### src/hdl/swtm_pkg.sv
// Shared types and constants of the sliding-window throughput meter.
// Used by every module of the block; depends on nothing else.
package swtm_pkg;

  localparam int unsigned WINDOW_SLOTS_DEF = 5;
  localparam int unsigned QUEUE_DEPTH      = 2;

  localparam int unsigned KIND_W   = 2;
  localparam int unsigned TIME_W   = 32;
  localparam int unsigned COUNT_W  = 16;
  localparam int unsigned SLOT_W   = 32;
  localparam int unsigned TOTAL_W  = 48;
  localparam int unsigned RECENT_W = 32;

  localparam int unsigned IN_DATA_W  = TIME_W + COUNT_W;
  localparam int unsigned OUT_DATA_W = 2 * TOTAL_W + 2 * RECENT_W;

  localparam int unsigned DIV_DVD_W = TOTAL_W;
  localparam int unsigned DIV_DVS_W = TIME_W;

  // Event kinds as they arrive on the input channel.
  localparam logic [KIND_W-1:0] KIND_RX    = 2'd0;
  localparam logic [KIND_W-1:0] KIND_TX    = 2'd1;
  localparam logic [KIND_W-1:0] KIND_QUERY = 2'd2;

  typedef enum logic [1:0] {
    OP_RX,
    OP_TX,
    OP_QUERY
  } op_e;

  typedef struct packed {
    op_e                op;
    logic [TIME_W-1:0]  now_sec;
    logic [COUNT_W-1:0] byte_count;
  } item_t;

endpackage

### src/hdl/swtm_div.sv
// Restoring divider of the throughput meter, one quotient bit per cycle.
// Depends on swtm_pkg for the default widths.
module swtm_div #(
  parameter int unsigned DVD_W = swtm_pkg::DIV_DVD_W,
  parameter int unsigned DVS_W = swtm_pkg::DIV_DVS_W
) (
  input  logic             clk_i,
  input  logic             rst_ni,
  input  logic             start_i,
  input  logic [DVD_W-1:0] dividend_i,
  input  logic [DVS_W-1:0] divisor_i,
  output logic             done_o,
  output logic [DVD_W-1:0] quotient_o
);

  localparam int unsigned CNT_W = $clog2(DVD_W + 1);

  logic [DVD_W-1:0] dvd_q, dvd_d;
  logic [DVS_W-1:0] rem_q, rem_d;
  logic [DVS_W-1:0] dvs_q, dvs_d;
  logic [CNT_W-1:0] cnt_q, cnt_d;
  logic             busy_q, busy_d;
  logic             done_q, done_d;
  logic [DVS_W:0]   shifted;
  logic [DVS_W:0]   diff;

  always_comb begin
    dvd_d   = dvd_q;
    rem_d   = rem_q;
    dvs_d   = dvs_q;
    cnt_d   = cnt_q;
    busy_d  = busy_q;
    done_d  = 1'b0;
    shifted = {rem_q, dvd_q[DVD_W-1]};
    diff    = shifted - {1'b0, dvs_q};
    if (start_i) begin
      dvd_d  = dividend_i;
      rem_d  = '0;
      dvs_d  = divisor_i;
      cnt_d  = CNT_W'(DVD_W);
      busy_d = 1'b1;
    end else if (busy_q) begin
      // The partial remainder stays below the divisor, so it fits DVS_W bits.
      if (!diff[DVS_W]) begin
        rem_d = diff[DVS_W-1:0];
        dvd_d = {dvd_q[DVD_W-2:0], 1'b1};
      end else begin
        rem_d = shifted[DVS_W-1:0];
        dvd_d = {dvd_q[DVD_W-2:0], 1'b0};
      end
      cnt_d = cnt_q - CNT_W'(1);
      if (cnt_q == CNT_W'(1)) begin
        busy_d = 1'b0;
        done_d = 1'b1;
      end
    end
  end

  always_ff @(posedge clk_i or negedge rst_ni) begin
    if (!rst_ni) begin
      cnt_q  <= '0;
      busy_q <= 1'b0;
      done_q <= 1'b0;
    end else begin
      cnt_q  <= cnt_d;
      busy_q <= busy_d;
      done_q <= done_d;
    end
  end

  always_ff @(posedge clk_i) begin
    dvd_q <= dvd_d;
    rem_q <= rem_d;
    dvs_q <= dvs_d;
  end

  assign done_o     = done_q;
  assign quotient_o = dvd_q;

endmodule

### src/hdl/swtm_front.sv
// Front end of the throughput meter: accepts events, classifies them and
// queues them for the back end. Depends on swtm_pkg.
module swtm_front (
  input  logic                                clk_i,
  input  logic                                rst_ni,
  input  logic                                s_valid_i,
  output logic                                s_ready_o,
  input  logic [swtm_pkg::IN_DATA_W-1:0]      s_data_i,
  input  logic [swtm_pkg::KIND_W-1:0]         s_user_i,
  output logic                                item_valid_o,
  input  logic                                item_ready_i,
  output swtm_pkg::item_t                     item_o
);

  import swtm_pkg::*;

  localparam int unsigned IDX_W = $clog2(QUEUE_DEPTH);
  localparam int unsigned CNT_W = $clog2(QUEUE_DEPTH + 1);

  item_t            queue_q [QUEUE_DEPTH];
  logic [IDX_W-1:0] wr_ptr_q, wr_ptr_d;
  logic [IDX_W-1:0] rd_ptr_q, rd_ptr_d;
  logic [CNT_W-1:0] count_q, count_d;
  item_t            new_item;
  logic             keep;
  logic             push;
  logic             pop;

  // Unused kind codes are taken from the channel and dropped here.
  always_comb begin
    new_item.now_sec    = s_data_i[TIME_W-1:0];
    new_item.byte_count = s_data_i[TIME_W+COUNT_W-1:TIME_W];
    new_item.op         = OP_RX;
    keep                = 1'b1;
    case (s_user_i)
      KIND_RX:    new_item.op = OP_RX;
      KIND_TX:    new_item.op = OP_TX;
      KIND_QUERY: new_item.op = OP_QUERY;
      default:    keep = 1'b0;
    endcase
  end

  assign s_ready_o    = (count_q != CNT_W'(QUEUE_DEPTH));
  assign item_valid_o = (count_q != '0);
  assign item_o       = queue_q[rd_ptr_q];
  assign push         = s_valid_i && s_ready_o && keep;
  assign pop          = item_valid_o && item_ready_i;

  always_comb begin
    wr_ptr_d = wr_ptr_q;
    rd_ptr_d = rd_ptr_q;
    count_d  = count_q;
    if (push) begin
      wr_ptr_d = (wr_ptr_q == IDX_W'(QUEUE_DEPTH - 1)) ? '0 : wr_ptr_q + IDX_W'(1);
    end
    if (pop) begin
      rd_ptr_d = (rd_ptr_q == IDX_W'(QUEUE_DEPTH - 1)) ? '0 : rd_ptr_q + IDX_W'(1);
    end
    if (push && !pop) begin
      count_d = count_q + CNT_W'(1);
    end else if (pop && !push) begin
      count_d = count_q - CNT_W'(1);
    end
  end

  always_ff @(posedge clk_i or negedge rst_ni) begin
    if (!rst_ni) begin
      wr_ptr_q <= '0;
      rd_ptr_q <= '0;
      count_q  <= '0;
    end else begin
      wr_ptr_q <= wr_ptr_d;
      rd_ptr_q <= rd_ptr_d;
      count_q  <= count_d;
    end
  end

  always_ff @(posedge clk_i) begin
    if (push) begin
      queue_q[wr_ptr_q] <= new_item;
    end
  end

endmodule

### src/hdl/swtm_back.sv
// Back end of the throughput meter: slot ring, totals, query sequencer with
// two dividers, and the output register. Depends on swtm_pkg and swtm_div.
module swtm_back #(
  parameter int unsigned WINDOW_SLOTS = swtm_pkg::WINDOW_SLOTS_DEF
) (
  input  logic                              clk_i,
  input  logic                              rst_ni,
  input  logic                              cfg_valid_i,
  output logic                              cfg_ready_o,
  input  logic [swtm_pkg::TIME_W-1:0]       cfg_data_i,
  input  logic                              item_valid_i,
  output logic                              item_ready_o,
  input  swtm_pkg::item_t                   item_i,
  output logic                              m_valid_o,
  input  logic                              m_ready_i,
  output logic [swtm_pkg::OUT_DATA_W-1:0]   m_data_o
);

  import swtm_pkg::*;

  localparam int unsigned PTR_W  = $clog2(WINDOW_SLOTS);
  localparam int unsigned STEP_W = $clog2(WINDOW_SLOTS + 1);
  localparam int unsigned SUM_W  = SLOT_W + $clog2(WINDOW_SLOTS);
  localparam logic [PTR_W:0] W_EXT = (PTR_W + 1)'(WINDOW_SLOTS);

  localparam logic [2:0] ST_IDLE       = 3'd0;
  localparam logic [2:0] ST_SUM        = 3'd1;
  localparam logic [2:0] ST_DIV_AVG    = 3'd2;
  localparam logic [2:0] ST_DIV_RECENT = 3'd3;
  localparam logic [2:0] ST_OUT        = 3'd4;

  logic [2:0]            state_q, state_d;
  logic [SLOT_W-1:0]     in_slots_q [WINDOW_SLOTS];
  logic [SLOT_W-1:0]     in_slots_d [WINDOW_SLOTS];
  logic [SLOT_W-1:0]     out_slots_q [WINDOW_SLOTS];
  logic [SLOT_W-1:0]     out_slots_d [WINDOW_SLOTS];
  logic [PTR_W-1:0]      ptr_q, ptr_d;
  logic [TIME_W-1:0]     last_sec_q, last_sec_d;
  logic [TOTAL_W-1:0]    total_in_q, total_in_d;
  logic [TOTAL_W-1:0]    total_out_q, total_out_d;
  logic [TIME_W-1:0]     connect_q, connect_d;
  logic [TIME_W-1:0]     span_q, span_d;
  logic [PTR_W-1:0]      rdiv_q, rdiv_d;
  logic [PTR_W-1:0]      idx_q, idx_d;
  logic [SUM_W-1:0]      sum_in_q, sum_in_d;
  logic [SUM_W-1:0]      sum_out_q, sum_out_d;
  logic [TOTAL_W-1:0]    avg_in_q, avg_in_d;
  logic [TOTAL_W-1:0]    avg_out_q, avg_out_d;
  logic                  m_valid_q, m_valid_d;
  logic [OUT_DATA_W-1:0] m_data_q, m_data_d;

  // Ring advance for the item at the head of the queue.
  logic [TIME_W-1:0]  elapsed;
  logic [STEP_W-1:0]  steps;
  logic [PTR_W:0]     ptr_sum;
  logic [PTR_W:0]     ptr_wrap;
  logic [PTR_W-1:0]   new_ptr;
  logic [PTR_W:0]     offs_raw [WINDOW_SLOTS];
  logic [PTR_W:0]     offs [WINDOW_SLOTS];
  logic [SLOT_W-1:0]  in_adv [WINDOW_SLOTS];
  logic [SLOT_W-1:0]  out_adv [WINDOW_SLOTS];
  logic [SLOT_W:0]    in_add [WINDOW_SLOTS];
  logic [SLOT_W:0]    out_add [WINDOW_SLOTS];
  logic [SLOT_W-1:0]  in_upd [WINDOW_SLOTS];
  logic [SLOT_W-1:0]  out_upd [WINDOW_SLOTS];
  logic [TOTAL_W:0]   tot_in_add;
  logic [TOTAL_W:0]   tot_out_add;
  logic [TIME_W-1:0]  conn_diff;
  logic [TIME_W-1:0]  span_c;
  logic [TIME_W-1:0]  span_m1;
  logic [PTR_W-1:0]   rdiv_c;
  logic               fire;

  logic                 div_start;
  logic [DIV_DVD_W-1:0] div_in_dvd;
  logic [DIV_DVD_W-1:0] div_out_dvd;
  logic [DIV_DVS_W-1:0] div_dvs;
  logic                 div_in_done;
  logic                 div_out_done;
  logic [DIV_DVD_W-1:0] div_in_q;
  logic [DIV_DVD_W-1:0] div_out_q;
  logic [RECENT_W-1:0]  rec_in;
  logic [RECENT_W-1:0]  rec_out;

  assign item_ready_o = (state_q == ST_IDLE);
  assign fire         = item_valid_i && item_ready_o;
  assign cfg_ready_o  = 1'b1;

  always_comb begin
    elapsed = item_i.now_sec - last_sec_q;
    if (elapsed[TIME_W-1] || (elapsed == '0)) begin
      steps = '0;
    end else if (elapsed >= TIME_W'(WINDOW_SLOTS)) begin
      steps = STEP_W'(WINDOW_SLOTS);
    end else begin
      steps = elapsed[STEP_W-1:0];
    end
    ptr_sum  = {1'b0, ptr_q} + (PTR_W + 1)'(steps);
    ptr_wrap = (ptr_sum >= W_EXT) ? ptr_sum - W_EXT : ptr_sum;
    new_ptr  = ptr_wrap[PTR_W-1:0];

    tot_in_add  = {1'b0, total_in_q} + (TOTAL_W + 1)'(item_i.byte_count);
    tot_out_add = {1'b0, total_out_q} + (TOTAL_W + 1)'(item_i.byte_count);

    // A slot is cleared when it lies within the next "steps" positions after
    // the old pointer; each slot works this out on its own.
    for (int i = 0; i < WINDOW_SLOTS; i++) begin
      offs_raw[i] = (PTR_W + 1)'(i) + W_EXT - (PTR_W + 1)'(1) - {1'b0, ptr_q};
      offs[i]     = (offs_raw[i] >= W_EXT) ? offs_raw[i] - W_EXT : offs_raw[i];
      if (offs[i] < (PTR_W + 1)'(steps)) begin
        in_adv[i]  = '0;
        out_adv[i] = '0;
      end else begin
        in_adv[i]  = in_slots_q[i];
        out_adv[i] = out_slots_q[i];
      end
      in_add[i]  = {1'b0, in_adv[i]} + (SLOT_W + 1)'(item_i.byte_count);
      out_add[i] = {1'b0, out_adv[i]} + (SLOT_W + 1)'(item_i.byte_count);
      in_upd[i]  = in_adv[i];
      out_upd[i] = out_adv[i];
      if (new_ptr == PTR_W'(i)) begin
        if (item_i.op == OP_RX) begin
          in_upd[i] = in_add[i][SLOT_W] ? '1 : in_add[i][SLOT_W-1:0];
        end
        if (item_i.op == OP_TX) begin
          out_upd[i] = out_add[i][SLOT_W] ? '1 : out_add[i][SLOT_W-1:0];
        end
      end
    end

    // Divisors of a query: span since connect, and the completed-slot count.
    conn_diff = item_i.now_sec - connect_q;
    span_c    = conn_diff[TIME_W-1] ? TIME_W'(1) : conn_diff + TIME_W'(1);
    span_m1   = span_c - TIME_W'(1);
    if (span_c > TIME_W'(WINDOW_SLOTS - 1)) begin
      rdiv_c = PTR_W'(WINDOW_SLOTS - 1);
    end else if (span_c > TIME_W'(1)) begin
      rdiv_c = span_m1[PTR_W-1:0];
    end else begin
      rdiv_c = PTR_W'(1);
    end
  end

  // The same two dividers first produce the average rates, then the recent ones.
  assign div_start   = ((state_q == ST_SUM) && (idx_q == PTR_W'(WINDOW_SLOTS - 1))) ||
                       ((state_q == ST_DIV_AVG) && div_in_done);
  assign div_in_dvd  = (state_q == ST_SUM) ? total_in_q : DIV_DVD_W'(sum_in_q);
  assign div_out_dvd = (state_q == ST_SUM) ? total_out_q : DIV_DVD_W'(sum_out_q);
  assign div_dvs     = (state_q == ST_SUM) ? span_q : DIV_DVS_W'(rdiv_q);

  assign rec_in  = (div_in_q[DIV_DVD_W-1:RECENT_W] != '0) ? '1 : div_in_q[RECENT_W-1:0];
  assign rec_out = (div_out_q[DIV_DVD_W-1:RECENT_W] != '0) ? '1 : div_out_q[RECENT_W-1:0];

  swtm_div #(
    .DVD_W (DIV_DVD_W),
    .DVS_W (DIV_DVS_W)
  ) u_div_in (
    .clk_i      (clk_i),
    .rst_ni     (rst_ni),
    .start_i    (div_start),
    .dividend_i (div_in_dvd),
    .divisor_i  (div_dvs),
    .done_o     (div_in_done),
    .quotient_o (div_in_q)
  );

  swtm_div #(
    .DVD_W (DIV_DVD_W),
    .DVS_W (DIV_DVS_W)
  ) u_div_out (
    .clk_i      (clk_i),
    .rst_ni     (rst_ni),
    .start_i    (div_start),
    .dividend_i (div_out_dvd),
    .divisor_i  (div_dvs),
    .done_o     (div_out_done),
    .quotient_o (div_out_q)
  );

  always_comb begin
    state_d     = state_q;
    ptr_d       = ptr_q;
    last_sec_d  = last_sec_q;
    total_in_d  = total_in_q;
    total_out_d = total_out_q;
    connect_d   = connect_q;
    span_d      = span_q;
    rdiv_d      = rdiv_q;
    idx_d       = idx_q;
    sum_in_d    = sum_in_q;
    sum_out_d   = sum_out_q;
    avg_in_d    = avg_in_q;
    avg_out_d   = avg_out_q;
    m_valid_d   = m_valid_q && !m_ready_i;
    m_data_d    = m_data_q;
    for (int i = 0; i < WINDOW_SLOTS; i++) begin
      in_slots_d[i]  = in_slots_q[i];
      out_slots_d[i] = out_slots_q[i];
    end

    if (cfg_valid_i) begin
      connect_d = cfg_data_i;
    end

    case (state_q)
      ST_IDLE: begin
        if (fire) begin
          ptr_d      = new_ptr;
          last_sec_d = item_i.now_sec;
          for (int i = 0; i < WINDOW_SLOTS; i++) begin
            in_slots_d[i]  = in_upd[i];
            out_slots_d[i] = out_upd[i];
          end
          case (item_i.op)
            OP_RX: begin
              total_in_d = tot_in_add[TOTAL_W] ? '1 : tot_in_add[TOTAL_W-1:0];
            end
            OP_TX: begin
              total_out_d = tot_out_add[TOTAL_W] ? '1 : tot_out_add[TOTAL_W-1:0];
            end
            OP_QUERY: begin
              span_d    = span_c;
              rdiv_d    = rdiv_c;
              idx_d     = '0;
              sum_in_d  = '0;
              sum_out_d = '0;
              state_d   = ST_SUM;
            end
            default: begin
            end
          endcase
        end
      end
      ST_SUM: begin
        if (idx_q != ptr_q) begin
          sum_in_d  = sum_in_q + SUM_W'(in_slots_q[idx_q]);
          sum_out_d = sum_out_q + SUM_W'(out_slots_q[idx_q]);
        end
        if (idx_q == PTR_W'(WINDOW_SLOTS - 1)) begin
          state_d = ST_DIV_AVG;
        end else begin
          idx_d = idx_q + PTR_W'(1);
        end
      end
      ST_DIV_AVG: begin
        if (div_in_done) begin
          avg_in_d  = div_in_q;
          avg_out_d = div_out_q;
          state_d   = ST_DIV_RECENT;
        end
      end
      ST_DIV_RECENT: begin
        if (div_in_done) begin
          state_d = ST_OUT;
        end
      end
      ST_OUT: begin
        if (!m_valid_q || m_ready_i) begin
          m_data_d  = {rec_out, rec_in, avg_out_q, avg_in_q};
          m_valid_d = 1'b1;
          state_d   = ST_IDLE;
        end
      end
      default: begin
        state_d = ST_IDLE;
      end
    endcase
  end

  always_ff @(posedge clk_i or negedge rst_ni) begin
    if (!rst_ni) begin
      state_q     <= ST_IDLE;
      ptr_q       <= '0;
      last_sec_q  <= '0;
      total_in_q  <= '0;
      total_out_q <= '0;
      connect_q   <= '0;
      m_valid_q   <= 1'b0;
      for (int i = 0; i < WINDOW_SLOTS; i++) begin
        in_slots_q[i]  <= '0;
        out_slots_q[i] <= '0;
      end
    end else begin
      state_q     <= state_d;
      ptr_q       <= ptr_d;
      last_sec_q  <= last_sec_d;
      total_in_q  <= total_in_d;
      total_out_q <= total_out_d;
      connect_q   <= connect_d;
      m_valid_q   <= m_valid_d;
      for (int i = 0; i < WINDOW_SLOTS; i++) begin
        in_slots_q[i]  <= in_slots_d[i];
        out_slots_q[i] <= out_slots_d[i];
      end
    end
  end

  always_ff @(posedge clk_i) begin
    span_q    <= span_d;
    rdiv_q    <= rdiv_d;
    idx_q     <= idx_d;
    sum_in_q  <= sum_in_d;
    sum_out_q <= sum_out_d;
    avg_in_q  <= avg_in_d;
    avg_out_q <= avg_out_d;
    m_data_q  <= m_data_d;
  end

  assign m_valid_o = m_valid_q;
  assign m_data_o  = m_data_q;

  a_ptr_in_range: assert property (@(posedge clk_i) disable iff (!rst_ni)
    {1'b0, ptr_q} < W_EXT)
    else $error("slot pointer left the ring");

  a_totals_monotonic: assert property (@(posedge clk_i) disable iff (!rst_ni)
    1'b1 |=> (total_in_q >= $past(total_in_q)) && (total_out_q >= $past(total_out_q)))
    else $error("running total decreased");

  a_div_done_state: assert property (@(posedge clk_i) disable iff (!rst_ni)
    (div_in_done || div_out_done) |->
      ((state_q == ST_DIV_AVG) || (state_q == ST_DIV_RECENT)) && (div_in_done == div_out_done))
    else $error("divider finished outside a divide step");

  a_result_not_overwritten: assert property (@(posedge clk_i) disable iff (!rst_ni)
    (state_q == ST_OUT && m_valid_q && !m_ready_i) |=> (state_q == ST_OUT))
    else $error("pending result was overwritten");

endmodule

### src/hdl/sliding_window_throughput_meter_core.sv
// Top level of the sliding-window throughput meter.
// Depends on swtm_pkg, swtm_front, swtm_back and swtm_div.
//
// Usage: events enter on the s_axis channel (tuser holds the kind: receive,
// send or rate query; tdata holds now_sec and byte_count). Receive and send
// events update the per-second slot ring and the running totals and give no
// result. A query gives one result on the m_axis channel with the average
// and recent receive and send rates. The connection time is written on the
// cfg channel, which is always ready; write it only while the meter is idle.
// Events pass a two-entry queue, so transfers are accepted while the back end
// works. A byte event is registered in the queue before it reaches the back
// end, and byte events stream at one per cycle while no query is in progress.
// A query's result passes the queue, a sweep over the slots, two passes of the
// bit-serial 48-bit dividers at one quotient bit per cycle, and the hand-over
// to the output register.
// Reset clears the slots, totals, last second, connection time and queue.
// When the receiver stalls, the result waits in the output register and the
// back end holds the next query's result until that transfer completes.
module sliding_window_throughput_meter_core #(
  parameter int unsigned WINDOW_SLOTS = swtm_pkg::WINDOW_SLOTS_DEF
) (
  input  logic                              clk_i,
  input  logic                              rst_ni,
  input  logic                              s_axis_tvalid,
  output logic                              s_axis_tready,
  // tdata: now_sec[31:0], byte_count[47:32]
  input  logic [swtm_pkg::IN_DATA_W-1:0]    s_axis_tdata,
  // tuser: kind[1:0]
  input  logic [swtm_pkg::KIND_W-1:0]       s_axis_tuser,
  output logic                              m_axis_tvalid,
  input  logic                              m_axis_tready,
  // tdata: avg_in_rate[47:0], avg_out_rate[95:48], recent_in_rate[127:96],
  // recent_out_rate[159:128]
  output logic [swtm_pkg::OUT_DATA_W-1:0]   m_axis_tdata,
  input  logic                              cfg_valid_i,
  output logic                              cfg_ready_o,
  input  logic [swtm_pkg::TIME_W-1:0]       cfg_data_i
);

  import swtm_pkg::*;

  logic  item_valid;
  logic  item_ready;
  item_t item;

  swtm_front u_front (
    .clk_i        (clk_i),
    .rst_ni       (rst_ni),
    .s_valid_i    (s_axis_tvalid),
    .s_ready_o    (s_axis_tready),
    .s_data_i     (s_axis_tdata),
    .s_user_i     (s_axis_tuser),
    .item_valid_o (item_valid),
    .item_ready_i (item_ready),
    .item_o       (item)
  );

  swtm_back #(
    .WINDOW_SLOTS (WINDOW_SLOTS)
  ) u_back (
    .clk_i        (clk_i),
    .rst_ni       (rst_ni),
    .cfg_valid_i  (cfg_valid_i),
    .cfg_ready_o  (cfg_ready_o),
    .cfg_data_i   (cfg_data_i),
    .item_valid_i (item_valid),
    .item_ready_o (item_ready),
    .item_i       (item),
    .m_valid_o    (m_axis_tvalid),
    .m_ready_i    (m_axis_tready),
    .m_data_o     (m_axis_tdata)
  );

endmodule

### config.mk
export PLATFORM = sky130hd
export DESIGN_NAME = sliding_window_throughput_meter_core
export DESIGN_NICKNAME = d
export VERILOG_FILES = /design/src/hdl/swtm_pkg.sv /design/src/hdl/swtm_div.sv /design/src/hdl/swtm_front.sv /design/src/hdl/swtm_back.sv /design/src/hdl/sliding_window_throughput_meter_core.sv
export SDC_FILE = /design/constraint.sdc
export NUM_CORES = 2
export LEC_CHECK = 0
export BUFFER_PORTS_ARGS = -buffer_cell sky130_fd_sc_hd__buf_4
export CAP_MARGIN = 5
export CORE_MARGIN = 3
export CORE_UTILIZATION = 50
export CTS_BUF_LIST = sky130_fd_sc_hd__clkbuf_8
export DETAILED_ROUTE_END_ITERATION = 8
export PLACE_DENSITY_LB_ADDON = 0.08
export RECOVER_POWER = 50
export SYNTH_ARGS = -nofsm -noshare
export SYNTH_HDL_FRONTEND = slang
export SYNTH_SLANG_ARGS = --single-unit
### constraint.sdc
create_clock -name clk_i -period 18.6 [get_ports clk_i]
set_clock_uncertainty 0.1 [all_clocks]
set_input_delay 0.93 -clock clk_i [delete_from_list [all_inputs] [get_ports clk_i]]
set_output_delay 0.93 -clock clk_i [all_outputs]
set_load 0.01 [all_outputs]
==> results_tabular.tex <==
\begin{tabular}{lr}
\hline
Metric & Value \\
\hline
\multicolumn{2}{l}{\textbf{Yosys}} \\
\quad Most instantiated flip-flop cell in the synthesis netlist & sky130\_fd\_sc\_hd\_\_edfxtp\_1 \\
\quad Number of storage elements in the synthesis netlist & 1162 \\
\quad Synth area leader & sky130\_fd\_sc\_hd\_\_edfxtp\_1 \\
\quad Average instance area after synthesis & 9.42 um\^{}2 \\
\quad Number of flops mapped to enable cells by yosys & 592 \\
\quad Synth Warn \# & 0 \\
\quad Distinct cell type count after synthesis & between 100 and 150 \\
\quad Top cell type's share of synthesized area & 24.8\% \\
\quad Dominant cells by area after synthesis & sky130\_fd\_sc\_hd\_\_edfxtp\_1 (25\%), sky130\_fd\_sc\_hd\_\_dfrtp\_1 (18\%), sky130\_fd\_sc\_hd\_\_ha\_1 (7.3\%), sky130\_fd\_sc\_hd\_\_nand2\_1 (5.1\%), sky130\_fd\_sc\_hd\_\_o21ai\_0 (4.3\%) \\
\quad Total standard cell area after synthesis & 71600 um\^{}2 \\
\quad Sequential share of the synthesized area & 44.3\% \\
\quad Number of instances in the synthesized netlist & between 7000 and 8000 \\
\quad Async SR Flop Fraction & 43.5\% \\
\quad Net count of the mapped netlist & 8131 \\
\multicolumn{2}{l}{\textbf{Floorplan}} \\
\quad Die area & 148000 um\^{}2 \\
\quad Die W & $\sim$380 um \\
\quad IO Pins & 250 \\
\quad Starting utilization of the core area & 50.5\% \\
\quad Placement Rows & around 140 \\
\quad Core box area & 142000 um\^{}2 \\
\quad Y dimension of the die & 384 um \\
\multicolumn{2}{l}{\textbf{Place}} \\
\quad Placed wire-length estimate & around 150000 um \\
\quad Worst slack after detailed placement & between 7000 and 8000 ps \\
\quad Buffers on Ports & 248 \\
\quad Weighted congestion at the end of routability-driven global placement & 0.928 \\
\quad Post-DP Area & 75300 um\^{}2 \\
\quad Post-Place Cells & 9500 \\
\multicolumn{2}{l}{\textbf{Layout}} \\
\quad Summed area of non-filler cells in the final layout & around 79000 um\^{}2 \\
\quad Fraction of layout instances using a drive strength above 1 & 8.91\% \\
\quad Post-route non-filler standard cell count & 9895 \\
\quad Seq. cell area & $\sim$32000 um\^{}2 \\
\quad Area added between synthesis and finish & 9.97\% \\
\quad Top library cells by usage in the layout, fill and taps aside & sky130\_fd\_sc\_hd\_\_nand2\_1 (981), sky130\_fd\_sc\_hd\_\_o21ai\_0 (617), sky130\_fd\_sc\_hd\_\_nor2\_1 (599) \\
\quad Most common cell after layout, fill and taps aside & sky130\_fd\_sc\_hd\_\_nand2\_1 \\
\quad Filler instances & 12943 \\
\quad Multi-input gate area in the final layout & around 37000 um\^{}2 \\
\quad Final net count & 8358 \\
\multicolumn{2}{l}{\textbf{Global routing}} \\
\quad Number of antenna violations at the first check in global routing & 9 \\
\quad Overall routing resource usage & 27.3\% \\
\quad Overflow left after global routing & 0 \\
\quad First-pass GRT wire length & 319000 um \\
\quad Largest net degree at the start of global routing & 116 \\
\quad Number of global-route vias before repair & 55492 \\
\multicolumn{2}{l}{\textbf{STA}} \\
\quad Worst setup margin & about 6700 ps \\
\quad Minimum period implied by the final worst setup slack & 11900 ps \\
\quad Total count of hold-check failures in the final report & 0 \\
\quad Achievable Freq & 84.0 MHz \\
\quad Max Slew Vio Count & 990 \\
\quad Slew of the pin with the lowest slew margin & 6540 ps \\
\quad RSZ-0062 raised after global routing & false \\
\quad Ratio of final minimum period to clock period & 64.0\% \\
\quad Final Setup Violations & 0 \\
\quad Final sum of negative setup slack & 0 ps \\
\quad Worst slew margin relative to its limit & -336\% \\
\multicolumn{2}{l}{\textbf{Setup path}} \\
\quad Crit path required time & 17390 ps \\
\quad Worst setup slack for register-to-register paths & 7260 ps \\
\quad Instance count on the critical path & 3 \\
\quad Worst path top cell family by delay & buffers and inverters \\
\quad Arrival time worst endpoint & 10700 ps \\
\quad Worst Path Class, Setup & in2async \\
\quad CP max-delay cell & sky130\_fd\_sc\_hd\_\_clkbuf\_1 \\
\quad Critical path fanouts, max & 115 \\
\quad Worst Reg-to-Reg Cells & 37 \\
\quad CP max stage delay & 4860 ps \\
\quad CP cell instances & dlygate4sd3\_1, clkbuf\_1, clkbuf\_1 \\
\quad Critical R2R Launch & u\_front.rd\_ptr\_q \\
\quad Critical register-to-register path endpoint & u\_back.out\_slots\_q[142] \\
\quad Sort of element at the end of the critical path & asynchronous set/reset pin \\
\quad Crit start category & primary input \\
\quad End of the critical path & u\_front.rd\_ptr\_q \\
\quad Origin of the worst setup path & rst\_ni \\
\quad CP Buf/Inv Count & 3 \\
\quad Worst path most repeated cell & sky130\_fd\_sc\_hd\_\_clkbuf\_1 \\
\multicolumn{2}{l}{\textbf{Clock network}} \\
\quad Clock H-tree levels & 4 \\
\quad Latest clock arrival within the worst-skew pair & 960 ps \\
\quad TritonCTS clock tree & done \\
\quad Post-CTS repair timing setup buffer count & 0 \\
\quad Worst-case clock buffer depth & 3 \\
\quad Sinks on Clock Net & 1162 \\
\quad Clock-pin slew on the worst setup and hold paths & 60 ps \\
\quad Clock buffer count from CTS & 199 \\
\quad Buffer cell driving the clock tree root & sky130\_fd\_sc\_hd\_\_clkbuf\_8 \\
\multicolumn{2}{l}{\textbf{Detailed routing}} \\
\quad Vias per cell & 5.91 \\
\quad DRC & 0 \\
\quad Routed wire length & 204000 um \\
\quad Post-route ant nets & 0 \\
\quad Length of the first detailed-routing pass in iterations & 7 \\
\quad Vias & between 50000 and 60000 \\
\quad Wire length per cell & just over 20 um \\
\quad DR iter-0 viols & 5092 \\
\multicolumn{2}{l}{\textbf{Run}} \\
\quad Count of max-cap constraint violations & 16 \\
\multicolumn{2}{l}{\textbf{Hold path}} \\
\quad Class of the tightest hold or removal check & in2reg \\
\multicolumn{2}{l}{\textbf{Power and ir drop}} \\
\quad Sequential fraction of design power & a little over a quarter \\
\quad LEAKAGE & roughly 0.033 uW \\
\quad Maximum VDD drop & 0.201 mV \\
\quad Share of total power in the clock network & 15.9\% \\
\quad Net Sw Frac & between 40\% and 50\% \\
\quad Total power consumption of the routed design & 14500 uW \\
\quad Power per Cell Area & 184 nW/um\^{}2 \\
\quad Net switching power & about 7000 uW \\
\quad Internal Power & around 7500 uW \\
\quad Share of total power in combinational logic & a little under three fifths \\
\multicolumn{2}{l}{\textbf{Status}} \\
\quad Result of the run & complete, but fails checks \\
\quad Violated checks & capacitance limit, slew limit \\
\hline
\end{tabular}
[timing repair]
action / in CTS / in global routing
resized for setup: 0 / 0
endpoints found under the hold margin: 127 / 0
hold buffers: 21 / 0
[worst min-delay path by stage]
stage	startpoint	to	slack, ps	cells past startpoint
3_3_place_gp	u_back.avg_in_q[31]	u_back.m_data_o[31]	300	0
3_5_place_dp	u_back.avg_in_q[12]	u_back.m_data_o[12]	300	0
2_1_floorplan	u_back.avg_in_q[0]	u_back.m_data_o[0]	300	0
4_1_cts	s_axis_tdata[21]	u_front.queue_q[0][37]	0.7	1
5_1_grt	s_axis_tdata[40]	u_front.queue_q[0][8]	60	1
6_report	cfg_data_i[18]	u_back.connect_q[18]	120	3
[cell type report]
type | count | share of cell area (%)
Clock buffer | 237 | 4.14
Inverter | 345 | 1.65
Antenna cell | 4 | 0.0127
Sequential cell | 1162 | 40.3
Timing Repair Buffer | 353 | 2.50
Clock inverter | 133 | 0.953
Tap cell | 1890 | 3.00
Multi-Input combinational cell | 5771 | 47.5
[flip-flops by register name, summed over array words and instances (netlist names), 6 cells and up]
register / count
u_back.in_slots_q: 160
u_back.m_data_o: 160
u_back.out_slots_q: 160
u_front.queue_q: 100
u_back.avg_in_q: 48
u_back.avg_out_q: 48
u_back.total_in_q: 48
u_back.total_out_q: 48
u_back.u_div_in.quotient_o: 48
u_back.u_div_out.quotient_o: 48
u_back.sum_in_q: 35
u_back.sum_out_q: 35
u_back.connect_q: 32
u_back.last_sec_q: 32
u_back.span_q: 32
u_back.u_div_in.dvs_q: 32
u_back.u_div_in.rem_q: 32
u_back.u_div_out.rem_q: 32
u_back.u_div_in.cnt_q: 6
u_back.u_div_out.cnt_q: 6
[cell usage after synthesis, types with 29 or more instances]
cell,n
sky130_fd_sc_hd__dfxtp_1,64
sky130_fd_sc_hd__mux4_2,62
sky130_fd_sc_hd__edfxtp_1,592
sky130_fd_sc_hd__inv_1,343
sky130_fd_sc_hd__a211oi_1,59
sky130_fd_sc_hd__nand4_1,69
sky130_fd_sc_hd__a21o_1,104
sky130_fd_sc_hd__nor3_1,173
sky130_fd_sc_hd__a21oi_1,448
sky130_fd_sc_hd__or2_2,98
sky130_fd_sc_hd__mux2_2,60
sky130_fd_sc_hd__o21bai_1,51
sky130_fd_sc_hd__nand2b_1,63
sky130_fd_sc_hd__a31oi_1,167
sky130_fd_sc_hd__and3_1,122
sky130_fd_sc_hd__nor2b_1,60
sky130_fd_sc_hd__xor2_1,135
sky130_fd_sc_hd__xnor2_1,231
sky130_fd_sc_hd__and2_1,198
sky130_fd_sc_hd__o21ai_0,617
sky130_fd_sc_hd__nor2_1,602
sky130_fd_sc_hd__clkbuf_1,260
sky130_fd_sc_hd__or3_1,67
sky130_fd_sc_hd__nor4_1,57
sky130_fd_sc_hd__nand3_1,229
sky130_fd_sc_hd__nand2_1,981
sky130_fd_sc_hd__buf_2,34
sky130_fd_sc_hd__o21a_1,94
sky130_fd_sc_hd__o22a_1,29
sky130_fd_sc_hd__o211ai_1,49
sky130_fd_sc_hd__ha_1,420
sky130_fd_sc_hd__o31ai_1,38
sky130_fd_sc_hd__dfrtp_1,506
[metrics by stage]
step | util (%) | hold WS (ps)
floorplan | - | 300
global placement | 53.1 | 301
detailed placement | 53.1 | 305
CTS | 56.1 | 0.706
global route | 55.5 | 56.3
finish | 55.5 | 118
[kinds of logic after synthesis]
kind of cell    share of synthesized area (%)
mux                                      3.23
other cells                           0.00524
fa+ha+maj                                7.87
compound gates                           17.6
buf+inv                                  3.65
flops                                    44.3
xor+xnor                                 4.48
simple gates                             18.9
[worst min-delay path, stage by stage]
cell	delay [ps]
sky130_fd_sc_hd__buf_4	80
sky130_fd_sc_hd__nand2_1	40
sky130_fd_sc_hd__o21ai_0	60
[power by group through the flow]
stage,registers [uW],logic [uW],clock network [uW]
finish,3930,8280,2310
global route,4000,9170,2500
CTS,3920,8170,2380
detailed placement,3960,8130,0
global placement,3950,8010,0
floorplan,3730,6170,0
[routing by layer]
metal / vias up / global-route usage (%) / routed length (um)
met4: 0 / 7.99 / 5500
met5: - / 0 / 0
li1: 28151 / - / -
met1: 28089 / 41.3 / 97900
met3: 289 / 4.48 / 14400
met2: 1911 / 40.0 / 86000
Note: power is estimated with default switching activity, not from simulation.
